==> src/rtl/matrix4_inverse_top_macros.svh <==
// Assertion macros for the matrix4_inverse block.
// Taken in by the top level; empty when SYNTH is defined.
`ifndef MATRIX4_INVERSE_TOP_MACROS_SVH
`define MATRIX4_INVERSE_TOP_MACROS_SVH
`ifndef SYNTH
`define MI4_ASSERT(lbl, prop) \
  lbl: assert property (@(posedge clk) disable iff (!rst_n) prop) \
    else $error("matrix4_inverse_top: check failed");
`define MI4_ASSERT_ALWAYS(lbl, prop) \
  lbl: assert property (@(posedge clk) prop) \
    else $error("matrix4_inverse_top: reset check failed");
`else
`define MI4_ASSERT(lbl, prop)
`define MI4_ASSERT_ALWAYS(lbl, prop)
`endif
`endif

==> src/rtl/mi4_pkg.sv <==
// Shared widths, codes and the cofactor micro-op decoder for matrix4_inverse.
// No dependencies.
package mi4_pkg;

  localparam int ELEM_W = 32;
  localparam int COF_W  = 98;   // signed cofactor, |C| < 2^96
  localparam int ACC_W  = 136;  // accumulators and determinant, |D| < 2^129

  localparam logic [1:0] ST_OK    = 2'd0;
  localparam logic [1:0] ST_SCALE = 2'd1;
  localparam logic [1:0] ST_DET   = 2'd2;
  localparam logic [1:0] ST_SAT   = 2'd3;

  typedef enum logic [1:0] {SRC_ELEM, SRC_T, SRC_D} mac_src_t;
  typedef enum logic [1:0] {DST_T, DST_D, DST_DET} mac_dst_t;

  typedef struct packed {
    logic     ld_y;
    logic     clr;
    logic     ld_x;
    logic     step;
    logic     last_bit;
    logic     sub;
    mac_src_t src;
    mac_dst_t dst;
  } mac_ctrl_t;

  typedef struct packed {
    logic [3:0] a_addr;
    logic [3:0] b_addr;
    mac_src_t   src;
    mac_dst_t   dst;
    logic       sub;
    logic       clr;
  } op_t;

  // index i of the three rows/columns left once x is removed
  function automatic logic [1:0] skip(input logic [1:0] i, input logic [1:0] x);
    return (i < x) ? i : i + 2'd1;
  endfunction

  // op j of cofactor k: three groups of (two minor products, one coefficient product),
  // then for the first row one product into the determinant
  function automatic op_t op_decode(input logic [3:0] k, input logic [3:0] j);
    op_t o;
    logic [1:0] r, c, r0, r1, r2, c0, c1, c2, p, q, cf, g, s;
    logic gneg;
    r  = k[3:2];
    c  = k[1:0];
    r0 = skip(2'd0, r);
    r1 = skip(2'd1, r);
    r2 = skip(2'd2, r);
    c0 = skip(2'd0, c);
    c1 = skip(2'd1, c);
    c2 = skip(2'd2, c);
    unique case (j)
      4'd0: begin g = 2'd0; s = 2'd0; end
      4'd1: begin g = 2'd0; s = 2'd1; end
      4'd2: begin g = 2'd0; s = 2'd2; end
      4'd3: begin g = 2'd1; s = 2'd0; end
      4'd4: begin g = 2'd1; s = 2'd1; end
      4'd5: begin g = 2'd1; s = 2'd2; end
      4'd6: begin g = 2'd2; s = 2'd0; end
      4'd7: begin g = 2'd2; s = 2'd1; end
      4'd8: begin g = 2'd2; s = 2'd2; end
      default: begin g = 2'd3; s = 2'd3; end
    endcase
    unique case (g)
      2'd0: begin p = c1; q = c2; cf = c0; gneg = 1'b0; end
      2'd1: begin p = c0; q = c2; cf = c1; gneg = 1'b1; end
      default: begin p = c0; q = c1; cf = c2; gneg = 1'b0; end
    endcase
    o.a_addr = 4'd0;
    o.b_addr = 4'd0;
    o.src    = SRC_ELEM;
    o.dst    = DST_T;
    o.sub    = 1'b0;
    o.clr    = 1'b0;
    unique case (s)
      2'd0: begin
        o.a_addr = {r1, p};
        o.b_addr = {r2, q};
        o.clr    = 1'b1;
      end
      2'd1: begin
        o.a_addr = {r1, q};
        o.b_addr = {r2, p};
        o.sub    = 1'b1;
      end
      2'd2: begin
        o.a_addr = {r0, cf};
        o.src    = SRC_T;
        o.dst    = DST_D;
        o.sub    = gneg ^ r[0] ^ c[0];
        o.clr    = (g == 2'd0);
      end
      default: begin
        o.a_addr = {2'd0, c};
        o.src    = SRC_D;
        o.dst    = DST_DET;
        o.clr    = (k == 4'd0);
      end
    endcase
    return o;
  endfunction

endpackage

==> src/rtl/mi4_div.sv <==
// Restoring divider: |C| * 2^(2F) / |D|, one quotient bit a cycle, with signed
// saturation to 32 bits. Uses mi4_pkg.
module mi4_div #(
  parameter int FRAC_BITS = 16
) (
  input  logic                        clk,
  input  logic                        rst_n,
  input  logic                        start,
  input  logic [mi4_pkg::COF_W-1:0]   cof,
  input  logic [mi4_pkg::ACC_W-1:0]   det,
  output logic                        done,
  output logic [mi4_pkg::ELEM_W-1:0]  quot,
  output logic                        sat
);

  localparam int CW    = mi4_pkg::COF_W;
  localparam int AW    = mi4_pkg::ACC_W;
  localparam int EW    = mi4_pkg::ELEM_W;
  localparam int NUM_W = CW + 2 * FRAC_BITS;
  localparam int CNT_W = $clog2(NUM_W);

  logic [NUM_W-1:0] n_r;
  logic [AW-1:0]    rem_r, den_r, rem_sh;
  logic [AW:0]      diff;
  logic [EW-1:0]    q_r, lim;
  logic [CNT_W-1:0] cnt_r;
  logic             busy_r, done_r, ovf_r, neg_r, ge, over;
  logic [CW-1:0]    mag;

  assign mag    = cof[CW-1] ? (~cof + CW'(1)) : cof;
  assign rem_sh = {rem_r[AW-2:0], n_r[NUM_W-1]};
  assign diff   = {1'b0, rem_sh} - {1'b0, den_r};
  assign ge     = !diff[AW];

  always_ff @(posedge clk) begin
    if (!rst_n) begin
      busy_r <= 1'b0;
      done_r <= 1'b0;
    end else begin
      done_r <= 1'b0;
      if (start) begin
        busy_r <= 1'b1;
      end else if (busy_r && (cnt_r == '0)) begin
        busy_r <= 1'b0;
        done_r <= 1'b1;
      end
    end
  end

  always_ff @(posedge clk) begin
    if (start) begin
      n_r   <= NUM_W'(mag) << (2 * FRAC_BITS);
      den_r <= det[AW-1] ? (~det + AW'(1)) : det;
      rem_r <= '0;
      q_r   <= '0;
      ovf_r <= 1'b0;
      neg_r <= cof[CW-1] ^ det[AW-1];
      cnt_r <= CNT_W'(NUM_W - 1);
    end else if (busy_r) begin
      rem_r <= ge ? diff[AW-1:0] : rem_sh;
      q_r   <= {q_r[EW-2:0], ge};
      // a one leaving the top of the quotient register means it cannot fit
      if (q_r[EW-1]) begin
        ovf_r <= 1'b1;
      end
      n_r   <= {n_r[NUM_W-2:0], 1'b0};
      cnt_r <= cnt_r - CNT_W'(1);
    end
  end

  assign lim  = neg_r ? {1'b1, {(EW-1){1'b0}}} : {1'b0, {(EW-1){1'b1}}};
  assign over = ovf_r || (q_r > lim);
  assign quot = over ? lim : (neg_r ? (~q_r + EW'(1)) : q_r);
  assign sat  = over;
  assign done = done_r;

endmodule

==> config.mk <==
export PLATFORM = sky130hd
export DESIGN_NAME = mi4_div
export DESIGN_NICKNAME = d
export VERILOG_FILES = /design/src/rtl/matrix4_inverse_top_macros.svh /design/src/rtl/mi4_pkg.sv /design/src/rtl/mi4_div.sv
export SDC_FILE = /design/constraint.sdc
export NUM_CORES = 1
export LEC_CHECK = 0
export BUFFER_PORTS_ARGS = -buffer_cell sky130_fd_sc_hd__buf_2
export CAP_MARGIN = 20
export CORE_ASPECT_RATIO = 1.1
export CORE_MARGIN = 8
export CORE_UTILIZATION = 56
export DETAILED_ROUTE_END_ITERATION = 8
export PLACE_DENSITY = 0.85
export REMOVE_ABC_BUFFERS = 1
export SYNTH_ARGS = -nofsm -noshare
export SYNTH_HDL_FRONTEND = slang
export SYNTH_SLANG_ARGS = --single-unit
==> constraint.sdc <==
create_clock -name clk -period 4.8 [get_ports clk]
set_clock_uncertainty 0.15 [all_clocks]
set_input_delay 0.72 -clock clk [delete_from_list [all_inputs] [get_ports clk]]
set_output_delay 0.72 -clock clk [all_outputs]
set_load 0.02 [all_outputs]
### Yosys cells after proc, flatten, opt, wreduce, memory -nomap -nowiden

Index checks and enable logic that the tools add are counted.

| storage, ports and cells | value |
|---|---|
| flip-flop bits (word level) | 413 |
| input port bits | 237 |
| output and inout bits | 34 |
| word-level logic and storage cells | 40 |

| cells by class | value |
|---|---|
| add/subtract/negate cells | 5 |
| magnitude comparators | 1 |
| muxes and demuxes | 11 |
| bitwise gates (word level) | 5 |
| reduce and logical (&&, ||, !) cells | 8 |

Operators with widths:

| kind | number |
|---|---|
| $mux 135 | 2 |
| $mux 130 | 2 |
| $sub 136x136->137 | 1 |
| $add 136x1->136 const B | 1 |
| $not 136->136 | 1 |
| $add 98x1->98 const B | 1 |
| $mux 98 | 1 |
| $not 98->98 | 1 |
| $mux 32 | 3 |
| $add 32x1->32 const B | 1 |
| $gt 32x32->1 | 1 |
| $not 32->32 | 1 |
| $logic_not 8->1 | 1 |
| $sub 8x1->8 const B | 1 |
| $reduce_bool 2->1 | 2 |
| $mux 1 | 3 |
| $reduce_and 2->1 | 1 |
| $reduce_or 2->1 | 1 |
| $logic_and 1x1->1 | 1 |
| $logic_not 1->1 | 1 |
| $logic_or 1x1->1 | 1 |
| $not 1->1 | 1 |
| $xor 1x1->1 | 1 |

### Depth between registers and ports, before layout

| depth | value |
|---|---|
| word-level depth | 4 |
| mapped depth | 18 |
| mapped depth without buffers | 15 |

### Worst setup path after synthesis

Ideal clock, no wire load.

| timing | value |
|---|---|
| kind | input port to flip-flop |
| start | in cof[8] (netlist name) |
| end | reg n_r[123] (data pin) |
| setup time | 0.270 ns |
| data arrival time | 4.527 ns |
| data required time | 4.380 ns |
| path slack | -0.148 ns |
| cell stages on the path | 14 |
| path buffers | 3 |
| cell sequence | or4_4 or4_4 or4_4 buf_6 or3_4 or2_1 buf_6 or3_4 or2_1 buf_2 or4_4 o31ai_4 xor2_1 a21oi_1 |

| on the way | value |
|---|---|
| cells in the longest elaborated chain, start to end | 4 |

Ends and longest elaborated chain:

| element | RTL line | text |
|---|---|---|
| start, declared | mi4_div.sv:9 | `input logic [mi4_pkg::COF_W-1:0] cof,` |
| $not 98->98 | mi4_div.sv:30 | `assign mag = cof[CW-1] ? (~cof + CW'(1)) : cof;` |
| $add 98x1->98 | mi4_div.sv:30 |  |
| $mux 98 | mi4_div.sv:30 |  |
| $mux 130 | mi4_div.sv:51 | `if (start) begin` |
| end signal, assigned | mi4_div.sv:52 | `n_r <= NUM_W'(mag) << (2 * FRAC_BITS);` |
| end signal, assigned | mi4_div.sv:66 | `n_r <= {n_r[NUM_W-2:0], 1'b0};` |
| end, declared | mi4_div.sv:22 | `logic [NUM_W-1:0] n_r;` |

Every way passes these cells.
A chain may end at the register's enable or synchronous reset.

### Worst setup path after layout

| timing | value |
|---|---|
| start | reg q_r[2] |
| end | out quot[5] (netlist name) |

| on the way | value |
|---|---|
| cells in the longest elaborated chain, start to end | 4 |
| elaborated cells between the ends (all ways) | 6 |

Ends and longest elaborated chain:

| element | RTL line | text |
|---|---|---|
| start, declared | mi4_div.sv:25 | `logic [EW-1:0] q_r, lim;` |
| start signal, assigned | mi4_div.sv:61 | `q_r <= {q_r[EW-2:0], ge};` |
| $not 32->32 | mi4_div.sv:73 | `assign quot = over ? lim : (neg_r ? (~q_r + EW'(1)) : q_r);` |
| $add 32x1->32 | mi4_div.sv:73 |  |
| $mux 32 | mi4_div.sv:73 |  |
| $mux 32 * | mi4_div.sv:73 |  |
| end, declared | mi4_div.sv:12 | `output logic [mi4_pkg::ELEM_W-1:0] quot,` |

Every way passes the cells marked *; elsewhere a longest branch is shown, timed or not.

==> metrics <==
GR Overflow Total=0; antenna violations before repair=8; placement-stage cell area=between 30000 and 40000 sq um; power density of the placed cells=about 290 nW/um^2; largest buffer count on any clock path=3; half-perimeter wire length after placement=~76 mm; share of post-route cells with drive strength above 1=between 10% and 20%; slowest stage cell on the critical path=sky130_fd_sc_hd__dfxtp_2; largest fanout on the critical path=2; Top Layer Used=met5; highest ir drop seen on vdd=about 0.28 mV; Post-Place Worst Slack=-0.119 ns; clock buffer count from CTS=47; initial cell density of the core=56.3%; last weighted congestion value of the routability-driven placer=between 1 and 1.5; Static Leak=about 15 nW; final count of pins violating max slew=0; number of nets in the layout=4581; total routed wire length on the met1 layer=roughly 40 mm; transition at the pin with the smallest max-transition slack=1.07 ns; number of distinct standard cells referenced by the synthesized netlist=70; arrival time of the worst setup path=4.11 ns; max_slew headroom=28.8%; filler instances=4730; flip-flop cell with the highest count after synthesis=sky130_fd_sc_hd__edfxtp_1; area growth from synthesis to layout=15.0%; Total Routed Length=a little over 100 mm; most instantiated library cell after synthesis=sky130_fd_sc_hd__nor2_1; wire length of the first global-routing pass=159 mm; insertion delay of the later-clocked pin in the worst-skew pair=approximately 0.6 ns; Critical Path Start Type=flop; Syn Inst Count=between 3000 and 4000; status=finished with violations; Wirelength per Cell=20.5 um; overall power=about 0.011 W; asr flop ratio synth=0%; DR vias=between 30000 and 40000; chip height=~260 um; portion of synthesized cell area occupied by the leading cell type=22.5%; summed instance area of the synthesized netlist=approximately 31000 sq um; dominant delay contributor by cell family on the critical path=buffers and inverters; final setup violation count=4; most common library cells after synthesis=sky130_fd_sc_hd__nor2_1 (444), sky130_fd_sc_hd__a21oi_1 (408), sky130_fd_sc_hd__nand2_1 (352), sky130_fd_sc_hd__o21ai_0 (324), sky130_fd_sc_hd__edfxtp_1 (235); total buffers and inverters traversed by the critical path=21; post-route design area=roughly 36000 sq um; required time at the endpoint of the critical path=3.93 ns; port buffer count=270; Die Span X=~240 um; Crit. End Element=output pin; Die ar.=around 64000 sq um; top cells by area in the synthesized netlist=sky130_fd_sc_hd__edfxtp_1 (23%), sky130_fd_sc_hd__dfxtp_1 (11%), sky130_fd_sc_hd__ha_1 (6.9%); sequential-to-total area share from yosys stat=around a third; Initial DRC Count=~2800; FMAX=201 MHz; number of synthesized flops with an enable pin=235; MaxCap Viol Count=0; via count of the first global-routing pass=just over 30000; placeable core area=approximately 56000 sq um; number of optimization iterations in the first detailed-route pass=6; RSZ-0062 raised after global routing=true; worst stage delay on the critical path=0.33 ns; CP dominant cell by count=sky130_fd_sc_hd__buf_4; Top-Level Pins=~270; Synth warnings=0; number of antenna-violating nets in the routed design=0; largest net degree at the start of global routing=roughly 220; per-cell via count in the routed design=6.25; count of endpoints failing hold in the final timing report=0; final critical-path share of the clock period=104%; category of the critical setup timing path=flop to output pin; H-tree levels=2; clock-pin slew of the registers on the worst-case setup and hold paths=~0.06 ns; violated checks=negative setup slack; global-route total usage across every layer=a little under a third; type of the tightest min-delay check=input pin to flop; met2 wire length=between 40 and 50 mm; Met3 Routed Length=7.20 mm; number of placement rows=just over 90; Avg Inst Size Synth=slightly above 8 sq um; number of DRC violations after detailed routing=0; final critical path time including I/O delays and setup=between 4 and 5 ns; clock tree from TritonCTS=done; dominant cell type by area after synthesis=sky130_fd_sc_hd__edfxtp_1; sinks on the clock net=about 410; post-layout worst setup margin=-0.184 ns; CTS root buf=sky130_fd_sc_hd__clkbuf_16; FF+latch count, synth=413
[per-stage QoR]
stage / hold WS, ns / util (%) / instances / setup TNS (ns)
final: 0.189 / 64.8 / 4959 / -0.573
after global routing: 0.190 / 64.8 / 4954 / -1.55
after CTS: 0.169 / 64.4 / 4947 / -0.263
after detailed placement: 0.328 / 61.0 / 4834 / -0.344
after global placement: 0.317 / 61.0 / 4834 / -0.239
after floorplan: 0.295 / - / 3692 / -1323.37
[power breakdown]
group | switching (W) | internal (W)
combinational | 0.00173 | 0.000999
clock | 0.00154 | 0.00215
sequential | 0.000129 | 0.00409
total | 0.00339 | 0.00723
[what timing repair did]
action | 4_1_cts | 5_1_grt
setup endpoints to repair | 17 | 30
pin swaps | 9 | 12
resized for setup | 39 | 41
endpoints found under the hold margin | 0 | 0
hold buffers | 0 | 0
buffers inserted | 25 | 4
gates cloned | 0 | 2
[cells by family after synthesis]
logic type               synth area share, %
AO/OA/AOI/OAI                           23.8
XOR/XNOR                                9.83
adder cells (fa/ha/maj)                 6.97
buffers and inverters                   4.82
flip-flops                              33.9
multiplexers                            1.84
AND/OR/NAND/NOR                         18.9
[worst min-delay path, stage by stage]
cell                      delay [ns]
sky130_fd_sc_hd__buf_2          0.10
sky130_fd_sc_hd__nand2_1        0.05
sky130_fd_sc_hd__nor2_1         0.03
[final timing paths]
check | cells past startpoint | slack [ns] | end | startpoint
worst max-delay path | 25 | -0.18 | quot[5] | q_r[2]
worst min-delay path | 3 | 0.19 | done | rst_n
worst max register to register | 19 | 0.34 | rem_r[100] | n_r[129]
worst min register to register | 2 | 0.34 | rem_r[11] | rem_r[11]
[flip-flops by register name, summed over array words and instances (netlist names)]
register  flops
busy_r        1
cnt_r         8
den_r       136
done          1
n_r          98
neg_r         1
ovf_r         1
q_r          32
rem_r       135
[layout make-up]
cell class	instances	area (sq um)	share of cell area, %
Multi-Input combinational cell	3075	19500	54.0
Tap cell	744	931	2.58
Timing Repair Buffer	428	2680	7.42
Clock inverter	28	258	0.714
Clock buffer	60	1310	3.62
Sequential cell	413	10600	29.5
Inverter	205	781	2.16
Antenna cell	6	15.0	0.0416
[routing by layer]
layer	track usage [%]	vias to the layer above
met5	0	-
met4	16.7	8
met3	4.84	377
met2	51.3	1348
met1	36.2	14600
li1	-	14700
[layout by cell type, fill, tap and decap left out, drive strengths merged, types with 20 or more instances in the layout]
cell / count
nand2b: 32
xnor2: 211
dfxtp: 178
clkinv: 21
or4: 34
clkbuf: 61
o31ai: 85
a22oi: 25
ha: 173
or2: 28
and3: 21
nand2: 352
nand3: 42
a211oi: 70
edfxtp: 235
a21oi: 408
o41ai: 32
a21o: 68
a31oi: 20
nand4: 70
nor2: 444
o211ai: 52
o21a: 26
mux2i: 53
o21ai: 325
o21bai: 34
nor4: 39
inv: 205
nor3: 74
buf: 427
xor2: 141
or3: 74
nor2b: 25
No activity file was read; power rests on OpenSTA's default activity.
