### src/rtl/matrix4_inverse_top_macros.svh
// Assertion macros for the matrix4_inverse block.
// Taken in by the top level; empty when SYNTH is defined.
`ifndef MATRIX4_INVERSE_TOP_MACROS_SVH
`define MATRIX4_INVERSE_TOP_MACROS_SVH
`ifndef SYNTH
`define MI4_ASSERT(lbl, prop) \
  lbl: assert property (@(posedge clk) disable iff (!rst_n) prop) \
    else $error("matrix4_inverse_top: check failed");
`define MI4_ASSERT_ALWAYS(lbl, prop) \
  lbl: assert property (@(posedge clk) prop) \
    else $error("matrix4_inverse_top: reset check failed");
`else
`define MI4_ASSERT(lbl, prop)
`define MI4_ASSERT_ALWAYS(lbl, prop)
`endif
`endif

### src/rtl/mi4_pkg.sv
// Shared widths, codes and the cofactor micro-op decoder for matrix4_inverse.
// No dependencies.
package mi4_pkg;

  localparam int ELEM_W = 32;
  localparam int COF_W  = 98;   // signed cofactor, |C| < 2^96
  localparam int ACC_W  = 136;  // accumulators and determinant, |D| < 2^129

  localparam logic [1:0] ST_OK    = 2'd0;
  localparam logic [1:0] ST_SCALE = 2'd1;
  localparam logic [1:0] ST_DET   = 2'd2;
  localparam logic [1:0] ST_SAT   = 2'd3;

  typedef enum logic [1:0] {SRC_ELEM, SRC_T, SRC_D} mac_src_t;
  typedef enum logic [1:0] {DST_T, DST_D, DST_DET} mac_dst_t;

  typedef struct packed {
    logic     ld_y;
    logic     clr;
    logic     ld_x;
    logic     step;
    logic     last_bit;
    logic     sub;
    mac_src_t src;
    mac_dst_t dst;
  } mac_ctrl_t;

  typedef struct packed {
    logic [3:0] a_addr;
    logic [3:0] b_addr;
    mac_src_t   src;
    mac_dst_t   dst;
    logic       sub;
    logic       clr;
  } op_t;

  // index i of the three rows/columns left once x is removed
  function automatic logic [1:0] skip(input logic [1:0] i, input logic [1:0] x);
    return (i < x) ? i : i + 2'd1;
  endfunction

  // op j of cofactor k: three groups of (two minor products, one coefficient product),
  // then for the first row one product into the determinant
  function automatic op_t op_decode(input logic [3:0] k, input logic [3:0] j);
    op_t o;
    logic [1:0] r, c, r0, r1, r2, c0, c1, c2, p, q, cf, g, s;
    logic gneg;
    r  = k[3:2];
    c  = k[1:0];
    r0 = skip(2'd0, r);
    r1 = skip(2'd1, r);
    r2 = skip(2'd2, r);
    c0 = skip(2'd0, c);
    c1 = skip(2'd1, c);
    c2 = skip(2'd2, c);
    unique case (j)
      4'd0: begin g = 2'd0; s = 2'd0; end
      4'd1: begin g = 2'd0; s = 2'd1; end
      4'd2: begin g = 2'd0; s = 2'd2; end
      4'd3: begin g = 2'd1; s = 2'd0; end
      4'd4: begin g = 2'd1; s = 2'd1; end
      4'd5: begin g = 2'd1; s = 2'd2; end
      4'd6: begin g = 2'd2; s = 2'd0; end
      4'd7: begin g = 2'd2; s = 2'd1; end
      4'd8: begin g = 2'd2; s = 2'd2; end
      default: begin g = 2'd3; s = 2'd3; end
    endcase
    unique case (g)
      2'd0: begin p = c1; q = c2; cf = c0; gneg = 1'b0; end
      2'd1: begin p = c0; q = c2; cf = c1; gneg = 1'b1; end
      default: begin p = c0; q = c1; cf = c2; gneg = 1'b0; end
    endcase
    o.a_addr = 4'd0;
    o.b_addr = 4'd0;
    o.src    = SRC_ELEM;
    o.dst    = DST_T;
    o.sub    = 1'b0;
    o.clr    = 1'b0;
    unique case (s)
      2'd0: begin
        o.a_addr = {r1, p};
        o.b_addr = {r2, q};
        o.clr    = 1'b1;
      end
      2'd1: begin
        o.a_addr = {r1, q};
        o.b_addr = {r2, p};
        o.sub    = 1'b1;
      end
      2'd2: begin
        o.a_addr = {r0, cf};
        o.src    = SRC_T;
        o.dst    = DST_D;
        o.sub    = gneg ^ r[0] ^ c[0];
        o.clr    = (g == 2'd0);
      end
      default: begin
        o.a_addr = {2'd0, c};
        o.src    = SRC_D;
        o.dst    = DST_DET;
        o.clr    = (k == 4'd0);
      end
    endcase
    return o;
  endfunction

endpackage

### src/rtl/mi4_emem.sv
// Element store: sixteen 32-bit entries, one write and one registered read port.
// Uses mi4_pkg widths.
module mi4_emem (
  input  logic                        clk,
  input  logic                        wr_en,
  input  logic [3:0]                  wr_addr,
  input  logic [mi4_pkg::ELEM_W-1:0]  wr_data,
  input  logic [3:0]                  rd_addr,
  output logic [mi4_pkg::ELEM_W-1:0]  rd_data
);

  logic [mi4_pkg::ELEM_W-1:0] mem_r [16];
  logic [mi4_pkg::ELEM_W-1:0] rd_data_r;

  always_ff @(posedge clk) begin
    if (wr_en) begin
      mem_r[wr_addr] <= wr_data;
    end
    rd_data_r <= mem_r[rd_addr];
  end

  assign rd_data = rd_data_r;

endmodule

### config.mk
export PLATFORM = sky130hd
export DESIGN_NAME = mi4_emem
export DESIGN_NICKNAME = d
export VERILOG_FILES = /design/src/rtl/matrix4_inverse_top_macros.svh /design/src/rtl/mi4_pkg.sv /design/src/rtl/mi4_emem.sv
export SDC_FILE = /design/constraint.sdc
export NUM_CORES = 1
export LEC_CHECK = 0
export ABC_CLOCK_PERIOD_IN_PS = 3300
export BUFFER_PORTS_ARGS = -buffer_cell sky130_fd_sc_hd__clkbuf_2
export CAP_MARGIN = 25
export CORE_MARGIN = 3
export CORE_UTILIZATION = 55
export CTS_CLUSTER_DIAMETER = 150
export DETAILED_ROUTE_END_ITERATION = 8
export PLACE_DENSITY = 0.87
export SKIP_CTS_REPAIR_TIMING = 1
export SLEW_MARGIN = 5
export SYNTH_ARGS = -nofsm -noshare
export SYNTH_HDL_FRONTEND = slang
export SYNTH_SLANG_ARGS = --single-unit
export TNS_END_PERCENT = 30
### constraint.sdc
create_clock -name clk -period 3.3 [get_ports clk]
set_input_delay 0.165 -clock clk [delete_from_list [all_inputs] [get_ports clk]]
set_output_delay 0.165 -clock clk [all_outputs]
set_load 0.02 [all_outputs]
; ---- After elaboration in Yosys (flattened, before gate mapping)
; Memories as Yosys holds them, arrays and structs flattened. A register that Yosys moved wholly into a read port is not among the register bits.
; Cells that the tools add are included.
[word_totals]
ff_bits = 0
ramBits = 512
input_bits = 42
mem_count = 1
[memory_table]
columns = memory, words, width, read_ports, rd_ports_with_merged_regs, wr, line
row1 = mem_r, 16, 32, 1, 1, 1, mi4_emem.sv:12  ; logic [mi4_pkg::ELEM_W-1:0] mem_r [16];
[op_classes]
n_mux = 2
[op_table]
columns = op, count
row1 = $mux W1, 2

; ---- Depth between registers and ports, before layout
; Gate-level depths: netlist of run 1.
[depth]
word_depth = 2
mapped_depth = 5
ltp_nobuf = 3

; ---- Worst setup path after synthesis of run 1
; OpenSTA, ideal clock, no wires.
[synth_timing]
kind = input to register
startpoint = input wr_addr[2]
endpoint = memory mem_r[0][0] in the netlist's numbering (enable)
arrival_time_ns = 2.883
required_time_ns = 2.839
path_slack_ns = -0.045
stages = 2
n_path_buf = 0
cell_sequence = or3b_2 -> nor3_1
[synth_lines]
columns = element, line
row1 = start: declaration, mi4_emem.sv:6  ; input logic [3:0] wr_addr,
row2 = end: declaration, mi4_emem.sv:12
; Straight into the memory's write port.

==> flow_metrics.py, run 1 <==
metrics = {
    "die": {
        "fp.dieW_um": 196.0,
        "die_h_um": 196.0,
        "rows": 68,
        "initial_utilization_pct": 56.64,
        "die-area_mm2": 0.03841,
        "pin_count": 74,
        "coreArea_mm2": 0.03505,
    },
    "yosys": {
        "yosysWarnings": 0,
        "synthTopCellsByArea": "edfxtp_1 77%, mux4_2 15%, dfxtp_1 3.2%",
        "syn-num-nets": 880,
        "synth.avg_cell_area_um2": 23.69,
        "syn_area_mm2": 0.01985,
        "synth_cells": 838,
        "synth_cell_types": 18,
        "seq_area_frac_synth_pct": 80.67,
        "yosysTopAreaCell": "edfxtp_1",
        "yosysTopAreaCellShare_pct": 77.44,
        "synth.ff_latch_count": 544,
    },
    "outcome": {
        "outcome": "finished, violations left",
        "failed_checks": "hold timing",
    },
    "worst_setup_path": {
        "cpPeakStageDelay_ns": 0.48,
        "crit_family": "multiplexers",
        "crit_path_start_kind": "register",
        "cp-end-kind": "register",
        "path_cells": "mux4_2 -> a22oi_1 -> nand2_1",
        "cp_max_fo": 1,
        "worst-setup-path-type": "reg -> reg",
        "slowest_stage": "mux4_2",
        "cp.arrival_ns": 1.97,
        "crit_buf_inv": 0,
        "cp.required_ns": 3.71,
    },
    "sta": {
        "finalMaxSlewViolations": 0,
        "post-route-period-util_pct": 47.26,
        "fin_crit_ns": 1.560,
        "finClkSkew_ns": 0.01127,
        "tightest_slew_ns": 1.105,
        "setup_viol": 0,
        "fmax_mhz": 641.1,
        "slew_headroom_pct": 26.18,
        "tns_ns": 0,
        "hold_viol": 16,
        "rsz0062_at_grt": "false",
        "fin_hold_ws_ns": -0.008349,
    },
    "detailed_routing": {
        "dr.pass1.iters": 5,
        "drt_iter0_markers": 1244,
        "route.vias.total": 9359,
        "routedWlPerCell_um": 29.73,
        "routed_via_density": 6.468,
        "routed_wl_um": 43030,
        "drc": 0,
        "ant_nets": 0,
    },
    "finish": {
        "stdcell_count": 1447,
        "design_area_mm2": 0.02299,
        "final_cell_mix": "512 x edfxtp_1, 128 x mux4_2, 71 x clkbuf_2, 64 x a22oi_1, 53 x clkbuf_16",
        "final_util_pct": 65.57,
        "final_common_cell": "edfxtp_1",
        "syn_to_final_growth_pct": 15.77,
        "nets": 993,
        "layout-drive-gt1-share_pct": 33.80,
    },
    "run": {
        "drv_cap": 0,
    },
    "pwr": {
        "p_per_area_mw_per_mm2": 654.7,
        "vdd_ir_drop_max_mv": 0.6377,
        "total_power_mw": 15.05,
        "power_leakage_nw": 7.455,
    },
    "clock_network": {
        "cts_buffers": 52,
        "clk_pin_slew_ns": 0.06,
        "cts_root_buf": "clkbuf_16",
        "clk_latency_ns": 0.57,
        "ctsHtreeMaxLevel": 2,
        "cts_tree": "yes",
        "clock_path_buffers": 3,
        "cts.sinks": 544,
    },
    "global_routing": {
        "grt_use_total_pct": 22.50,
        "grt_pass1_vias": 9952,
        "grt_max_degree": 40,
        "antenna_found_initial": 1,
        "grt_overflow_total": 0,
        "grt_pass1_wl_um": 63610,
    },
    "placed_design": {
        "placed_cells": 1347,
        "hpwlAfterDp_um": 22860,
        "port_buffers": 73,
        "post_dp_cell_area_mm2": 0.02099,
        "place.gp.congestion": 0.7265,
    },
    "min_path": {
        "min_path_type": "in -> reg",
    },
}
[worst paths after layout]
kind              slack [ns]  cells past startpoint    startpoint      endpoint
setup / recovery        1.74                      3  mem_r[3][19]   rd_data[19]
hold / removal        -0.008                      1   wr_data[11]  mem_r[2][11]
setup reg to reg        1.74                      3  mem_r[3][19]   rd_data[19]
hold reg to reg         0.67                      3  mem_r[12][8]    rd_data[8]
[metrics by stage]
step,worst slack (ns),hold slack [ns]
after floorplan,0.2557,0.2639
after global placement,1.150,0.5438
after detailed placement,1.102,0.5668
after CTS,1.688,-0.02674
after global routing,1.655,0.01042
final,1.740,-0.008349
[registers in the layout (all words and copies together) (netlist names)]
signal,flops
rd_data,32
mem_r,512
[synthesized netlist by cell type]
cell type / number
a22oi_1: 64
nand3b_1: 2
nand2_1: 33
nor2_1: 13
buf_1: 9
nor2b_1: 2
and2_1: 1
or3b_2: 1
nand3_1: 1
nand2b_1: 2
buf_6: 2
dfxtp_1: 32
clkbuf_1: 17
nor3_1: 4
buf_2: 4
edfxtp_1: 512
buf_4: 11
mux4_2: 128
[power breakdown]
| group | switching, mW | total (mW) | internal (mW) |
|---|---|---|---|
| logic | 0.456 | 0.742 | 0.286 |
| clock network | 2.51 | 6.53 | 4.02 |
| registers | 0.0584 | 7.78 | 7.72 |
| total | 3.02 | 15.0 | 12.0 |
[cell families (layout without fill, tap and decap cells)]
logic type	count (synthesis)	in the layout	share of synthesized area (%)
other	0	1	0
DFF	544	544	80.67
AOI/OAI and AO/OA	64	64	2.420
muxes	128	128	14.52
and+or+nand+nor	59	59	1.273
buffers and inverters	43	196	1.122
[worst register-to-register path: stages, from the launching register on]
cell and delay (ns):
edfxtp_1 0.36, mux4_2 0.48, a22oi_1 0.38, nand2_1 0.19
[metal layers]
metal	part of all wire [%]	GRT usage [%]
met1	37	30.75
met4	3.6	9.374
met5	0	0
met3	8.3	4.190
met2	51	36.47
[cell type report]
class	instances	area, um^2
well taps	455	569.3
clock inverters	39	549.3
flip-flops and latches	544	16020
multi-input cells	251	3756
clock buffers	55	1334
repair buffers	102	759.5
diodes	1	2.502
fillers	2113	12070
No activity file was read; power rests on OpenSTA's default activity.
==> run 2, diff against run 1 <==
--- a/config.mk
+++ b/config.mk
@@ -5,14 +5,15 @@
 export SDC_FILE = /design/constraint.sdc
 export NUM_CORES = 1
 export LEC_CHECK = 0
-export ABC_CLOCK_PERIOD_IN_PS = 3300
+export ABC_AREA = 1
+export ABC_CLOCK_PERIOD_IN_PS = 1400
 export BUFFER_PORTS_ARGS = -buffer_cell sky130_fd_sc_hd__clkbuf_2
 export CAP_MARGIN = 25
 export CORE_MARGIN = 3
-export CORE_UTILIZATION = 55
+export CORE_UTILIZATION = 56
 export CTS_CLUSTER_DIAMETER = 150
 export DETAILED_ROUTE_END_ITERATION = 8
-export PLACE_DENSITY = 0.87
+export PLACE_DENSITY = 0.88
 export SKIP_CTS_REPAIR_TIMING = 1
 export SLEW_MARGIN = 5
 export SYNTH_ARGS = -nofsm -noshare
==> constraint.sdc (replaced) <==
create_clock -name clk -period 1.4 [get_ports clk]
set_input_delay 0.07 -clock clk [delete_from_list [all_inputs] [get_ports clk]]
set_output_delay 0.07 -clock clk [all_outputs]
set_load 0.02 [all_outputs]
==> run 2 against run 1 <==
Compared with the run above: the run ends with DRC, hold timing left; synthesized cell count grew to 2.5 times the previous value; worst hold slack better by 0.0022 ns; global-route usage grew 4.8 points; critical path depth down 2; flip-flop and latch count unchanged; first-iteration DRC count is 100% higher; sequential share of layout area shrank 9.1 points; non-clock buffer count increased by 66; die area grew 12%; sequential power increased by 140%.
==> flow_metrics.py, run 2 <==
metrics = {
    "outcome": {
        "outcome": "finished, violations left",
        "failed_checks": "DRC, hold timing",
    },
    "pwr": {
        "p_int_mw": 27.65,
        "p_switching_mw": 8.057,
        "vdd_ir_drop_max_mv": 1.199,
        "p_per_area_mw_per_mm2": 1351,
        "total_power_mw": 35.71,
        "seq_power_share_pct": 51.3,
        "p_clk_share_pct": 41.3,
        "power_leakage_nw": 11.32,
        "p_sw_share_pct": 22.56,
        "power_frac_comb_pct": 7.4,
    },
    "global_routing": {
        "grt_pass1_wl_um": 90910,
        "grt_overflow_total": 0,
        "grt_pass1_vias": 16362,
        "grt_use_total_pct": 27.26,
        "grt_max_degree": 65,
        "antenna_found_initial": 0,
    },
    "detailed_routing": {
        "routed-wl-met3_um": 6897,
        "m1WireLength_um": 20550,
        "route.vias.total": 16153,
        "routed_via_density": 5.759,
        "top_layer": "met4",
        "drc": 2,
        "routedWlPerCell_um": 21.10,
        "ant_nets": 0,
        "routed_wl_um": 59200,
        "met2WireLength_um": 29100,
        "drt_iter0_markers": 2517,
        "dr.pass1.iters": 8,
    },
    "sta": {
        "slew_headroom_pct": 63.13,
        "rsz0062_at_grt": "false",
        "fin_hold_ws_ns": -0.006134,
        "post-route-period-util_pct": 88.20,
        "post-route-worst-setup-slack_ns": 0.1651,
        "tightest_slew_ns": 0.5518,
        "finClkSkew_ns": 0.03556,
        "finalMaxSlewViolations": 0,
        "fmax_mhz": 809.8,
        "fin_crit_ns": 1.235,
        "setup_viol": 0,
        "hold_viol": 4,
    },
    "yosys": {
        "ys.flop_type": "edfxtp_1",
        "yosysTopAreaCell": "edfxtp_1",
        "synth_common_cells": "677 x nand2_1, 512 x edfxtp_1, 388 x inv_1, 385 x nand3_1, 41 x buf_2",
        "syn-num-nets": 2162,
        "synth_cell_types": 15,
        "synth.ff_latch_count": 544,
        "synth_cells": 2120,
        "synth.most_common_cell": "nand2_1",
        "synthTopCellsByArea": "edfxtp_1 68%, nand2_1 11%, nand3_1 8.5%",
        "async_reset_ff_share_pct": 0,
        "syn_area_mm2": 0.02273,
        "yosysTopAreaCellShare_pct": 67.64,
        "yosysWarnings": 0,
        "seq_area_frac_synth_pct": 70.46,
        "synth.avg_cell_area_um2": 10.72,
        "synth_edf_count": 512,
    },
    "finish": {
        "final_cell_mix": "677 x nand2_1, 512 x edfxtp_1, 387 x inv_1, 385 x nand3_1, 71 x clkbuf_2",
        "final_common_cell": "nand2_1",
        "largest_reg_flops": 512,
        "top_register": "mem_r",
        "nets": 2278,
        "final_util_pct": 66.25,
        "layout-drive-gt1-share_pct": 11.36,
        "syn_to_final_growth_pct": 16.33,
        "stdcell_count": 2805,
    },
    "worst_setup_path": {
        "path_cells": "clkbuf_2",
        "cp-end-kind": "primary output",
        "slowest_stage": "dfxtp_1",
        "cpPeakStageDelay_ns": 0.38,
        "crit_family": "flip-flops",
        "cp.arrival_ns": 1.16,
        "crit_path_start_kind": "register",
        "crit_buf_inv": 1,
        "cp_max_fo": 1,
        "worst-setup-path-type": "reg -> out",
        "cp.required_ns": 1.33,
    },
    "run": {
        "drv_cap": 0,
    },
    "die": {
        "die-area_mm2": 0.04304,
        "initial_utilization_pct": 56.95,
        "coreArea_mm2": 0.03991,
        "fp.dieW_um": 207.5,
        "pin_count": 74,
        "die_h_um": 207.5,
        "rows": 73,
    },
    "clock_network": {
        "cts.sinks": 544,
        "cts_root_buf": "clkbuf_16",
        "clk_latency_ns": 0.61,
        "clock_path_buffers": 3,
        "cts_buffers": 51,
        "cts_tree": "yes",
        "clk_pin_slew_ns": 0.06,
        "ctsHtreeMaxLevel": 2,
    },
    "placed_design": {
        "place_ws_ns": 0.07082,
        "placed_cells": 2697,
        "hpwlAfterDp_um": 35250,
        "port_buffers": 73,
        "place.gp.congestion": 0.9068,
    },
    "min_path": {
        "min_path_type": "in -> reg",
    },
}
run 2: layout make-up:
| cell class | instances | area [um^2] |
|---|---|---|
| sequential | 544 | 16020 |
| fill | 2578 | 13470 |
| multi-input combinational | 1081 | 4667 |
| timing repair buffer | 168 | 1853 |
| inverter | 390 | 1471 |
| clock buffer | 59 | 1326 |
| tap | 525 | 656.9 |
| clock inverter | 37 | 449.2 |
| antenna | 1 | 2.502 |
run 2: cell families (layout without fill, tap and decap cells):
logic type,after synthesis,count (layout),synth area share [%]
flip-flops,544,544,70.46
AND/OR/NAND/NOR,1081,1081,20.00
other,0,1,0
buffers and inverters,495,654,9.539
run 2: worst paths after layout:
kind                                     from       endpoint  slack, ns  depth (start not counted)
worst min register to register   mem_r[4][22]    rd_data[22]       0.66                          6
worst max register to register  mem_r[13][17]    rd_data[17]       0.27                          6
worst max-delay path              rd_data[21]    rd_data[21]       0.17                          1
worst min-delay path              wr_data[15]  mem_r[14][15]     -0.006                          1
run 2: per-stage QoR:
step / area [um^2] / setup TNS, ns
global route: 26440 / 0
detailed placement: 24550 / 0
floorplan: 22770 / -88.09
CTS: 26330 / 0
global placement: 24550 / 0
finish: 26440 / 0
run 2: metal layers:
metal	global-route usage, %	vias to the layer above
li1	-	7075
met1	34.64	7622
met2	45.70	1227
met3	5.214	229
met4	12.76	0
met5	0	-
run 2: power groups by stage:
stage	Clock [mW]	Sequential [mW]	Combinational [mW]
after floorplan	0	18.8	1.25
after global placement	0	18.7	2.39
after detailed placement	0	18.7	2.49
after CTS	14.8	18.3	2.55
after global routing	15.5	18.4	2.80
final	14.8	18.3	2.63
==> run 3, diff against run 2 <==
--- a/config.mk
+++ b/config.mk
@@ -5,15 +5,14 @@
 export SDC_FILE = /design/constraint.sdc
 export NUM_CORES = 1
 export LEC_CHECK = 0
-export ABC_AREA = 1
 export ABC_CLOCK_PERIOD_IN_PS = 1400
 export BUFFER_PORTS_ARGS = -buffer_cell sky130_fd_sc_hd__clkbuf_2
 export CAP_MARGIN = 25
 export CORE_MARGIN = 3
-export CORE_UTILIZATION = 56
+export CORE_UTILIZATION = 55
 export CTS_CLUSTER_DIAMETER = 150
 export DETAILED_ROUTE_END_ITERATION = 8
-export PLACE_DENSITY = 0.88
+export PLACE_DENSITY = 0.87
 export SKIP_CTS_REPAIR_TIMING = 1
 export SLEW_MARGIN = 5
 export SYNTH_ARGS = -nofsm -noshare
==> run 3 against run 2 <==
Compared with the run above: the flow finishes with violations (hold timing); largest cell class unchanged; maximum frequency is 11% lower; first-iteration DRC count is 59% lower; cell count is 46% lower; largest power group unchanged.
==> flow_metrics.py, run 3 (synthesis gave the netlist of run 1 again) <==
metrics = {
    "placed_design": {
        "hpwlAfterDp_um": 24550,
        "placed_cells": 1394,
        "place_ws_ns": -0.1896,
        "port_buffers": 73,
        "place.gp.congestion": 0.7484,
        "post_dp_cell_area_mm2": 0.02172,
    },
    "worst_setup_path": {
        "startpoint": "mem_r[2][27]",
        "rr_worst_depth": 3,
        "r2r_end": "rd_data[27]",
        "cp.required_ns": 1.83,
        "worst-setup-path-type": "reg -> reg",
        "crit_path_start_kind": "register",
        "cp_max_fo": 1,
        "cp-end-kind": "register",
        "r2r_slack_ns": 0.01,
        "r2r_start": "mem_r[2][27]",
        "cp.arrival_ns": 1.81,
    },
    "detailed_routing": {
        "dr.pass1.iters": 5,
        "ant_nets": 0,
        "route.vias.total": 9774,
        "routed_via_density": 6.439,
        "drt_iter0_markers": 1038,
        "routedWlPerCell_um": 29.30,
        "drc": 0,
        "routed_wl_um": 44480,
    },
    "clock_network": {
        "cts_root_buf": "clkbuf_16",
        "cts_tree": "yes",
        "clk_latency_ns": 0.55,
        "clock_path_buffers": 3,
        "clk_pin_slew_ns": 0.07,
        "ctsHtreeMaxLevel": 2,
        "cts_buffers": 51,
        "cts.sinks": 544,
    },
    "global_routing": {
        "antenna_found_initial": 0,
        "grt_pass1_vias": 10321,
        "grt_max_degree": 38,
        "grt_overflow_total": 0,
        "grt_pass1_wl_um": 66220,
        "grt_use_total_pct": 23.48,
    },
    "pwr": {
        "total_power_mw": 33.49,
        "p_int_mw": 26.59,
        "power_leakage_nw": 7.738,
        "p_clk_share_pct": 39.4,
        "vdd_ir_drop_max_mv": 1.313,
        "p_sw_share_pct": 20.59,
        "p_switching_mw": 6.895,
        "power_frac_comb_pct": 5.8,
        "seq_power_share_pct": 54.8,
        "p_per_area_mw_per_mm2": 1417,
    },
    "min_path": {
        "min_to": "mem_r[4][16]",
        "holdPathStages": 1,
        "min_path_type": "in -> reg",
        "hold_start": "wr_data[16]",
    },
    "die": {
        "coreArea_mm2": 0.03505,
        "pin_count": 74,
        "die_h_um": 196.0,
        "die-area_mm2": 0.03841,
        "initial_utilization_pct": 56.64,
        "rows": 68,
        "fp.dieW_um": 196.0,
    },
    "sta": {
        "finClkSkew_ns": 0.009905,
        "post-route-period-util_pct": 99.04,
        "slew_headroom_pct": 59.40,
        "setup_viol": 0,
        "hold_viol": 48,
        "rsz0062_at_grt": "false",
        "tightest_slew_ns": 0.6090,
        "fin_hold_ws_ns": -0.02053,
        "fmax_mhz": 721.2,
        "finalMaxSlewViolations": 0,
        "fin_crit_ns": 1.387,
        "post-route-worst-setup-slack_ns": 0.01348,
    },
    "run": {
        "drv_cap": 0,
    },
    "outcome": {
        "outcome": "finished, violations left",
        "failed_checks": "hold timing",
    },
    "finish": {
        "final_cell_mix": "512 x edfxtp_1, 128 x mux4_2, 71 x clkbuf_2, 62 x a22oi_1, 53 x clkbuf_16",
        "top_register": "mem_r",
        "nets": 1063,
        "antenna_cells": 0,
        "largest_reg_flops": 512,
        "stdcell_count": 1518,
        "design_area_mm2": 0.02363,
        "layout-drive-gt1-share_pct": 34.52,
        "final_common_cell": "edfxtp_1",
        "syn_to_final_growth_pct": 19.02,
    },
}
==> run 3: power by group through the flow <==
stage	combinational, mW	clock [mW]	sequential, mW
after global routing	2.07	14.0	18.4
after detailed placement	1.85	0	18.7
after global placement	1.77	0	18.7
final	1.95	13.2	18.4
after floorplan	0.890	0	18.8
after CTS	1.89	13.4	18.4
==> run 3: stage by stage <==
stage	util [%]	hold WS, ns	TNS (ns)
floorplan	-	0.1689	-91.74
global placement	61.91	0.4481	-8.591
global route	67.41	0.003058	0
detailed placement	61.97	0.4552	-11.45
CTS	66.55	-0.1075	-0.01357
finish	67.41	-0.02053	0
==> run 3: worst max-delay path, stage by stage, from the launching register on <==
cell and delay, ns:
edfxtp_1 0.42, mux4_2 0.50, a22oi_1 0.24, nand2_1 0.10
==> run 3: final cells by class <==
type                       instances  area [um^2]
clock buffer                      64         1388
clock inverter                    31        220.2
fill                            2054        11420
multi-input combinational        251         3800
sequential                       544        16020
tap                              455        569.3
timing repair buffer             173         1638
==> run 3: how the worst max path moves through the flow <==
stage / end / slack [ns]
final: rd_data[27] / 0.01
after global routing: rd_data[5] / 0.0003
after CTS: rd_data[27] / -0.009
after detailed placement: rd_data[21] / -0.19
after global placement: rd_data[29] / -0.17
after floorplan: mem_r[0][0] / -0.38
==> run 3: metal layers <==
metal  GRT usage (%)  up-vias  share of wire, %
li1                -     3952                 -
met1           31.42     5111                36
met2           39.35      596                51
met3           4.740      115               9.2
met4           8.001        0               2.9
met5               0        -                 0
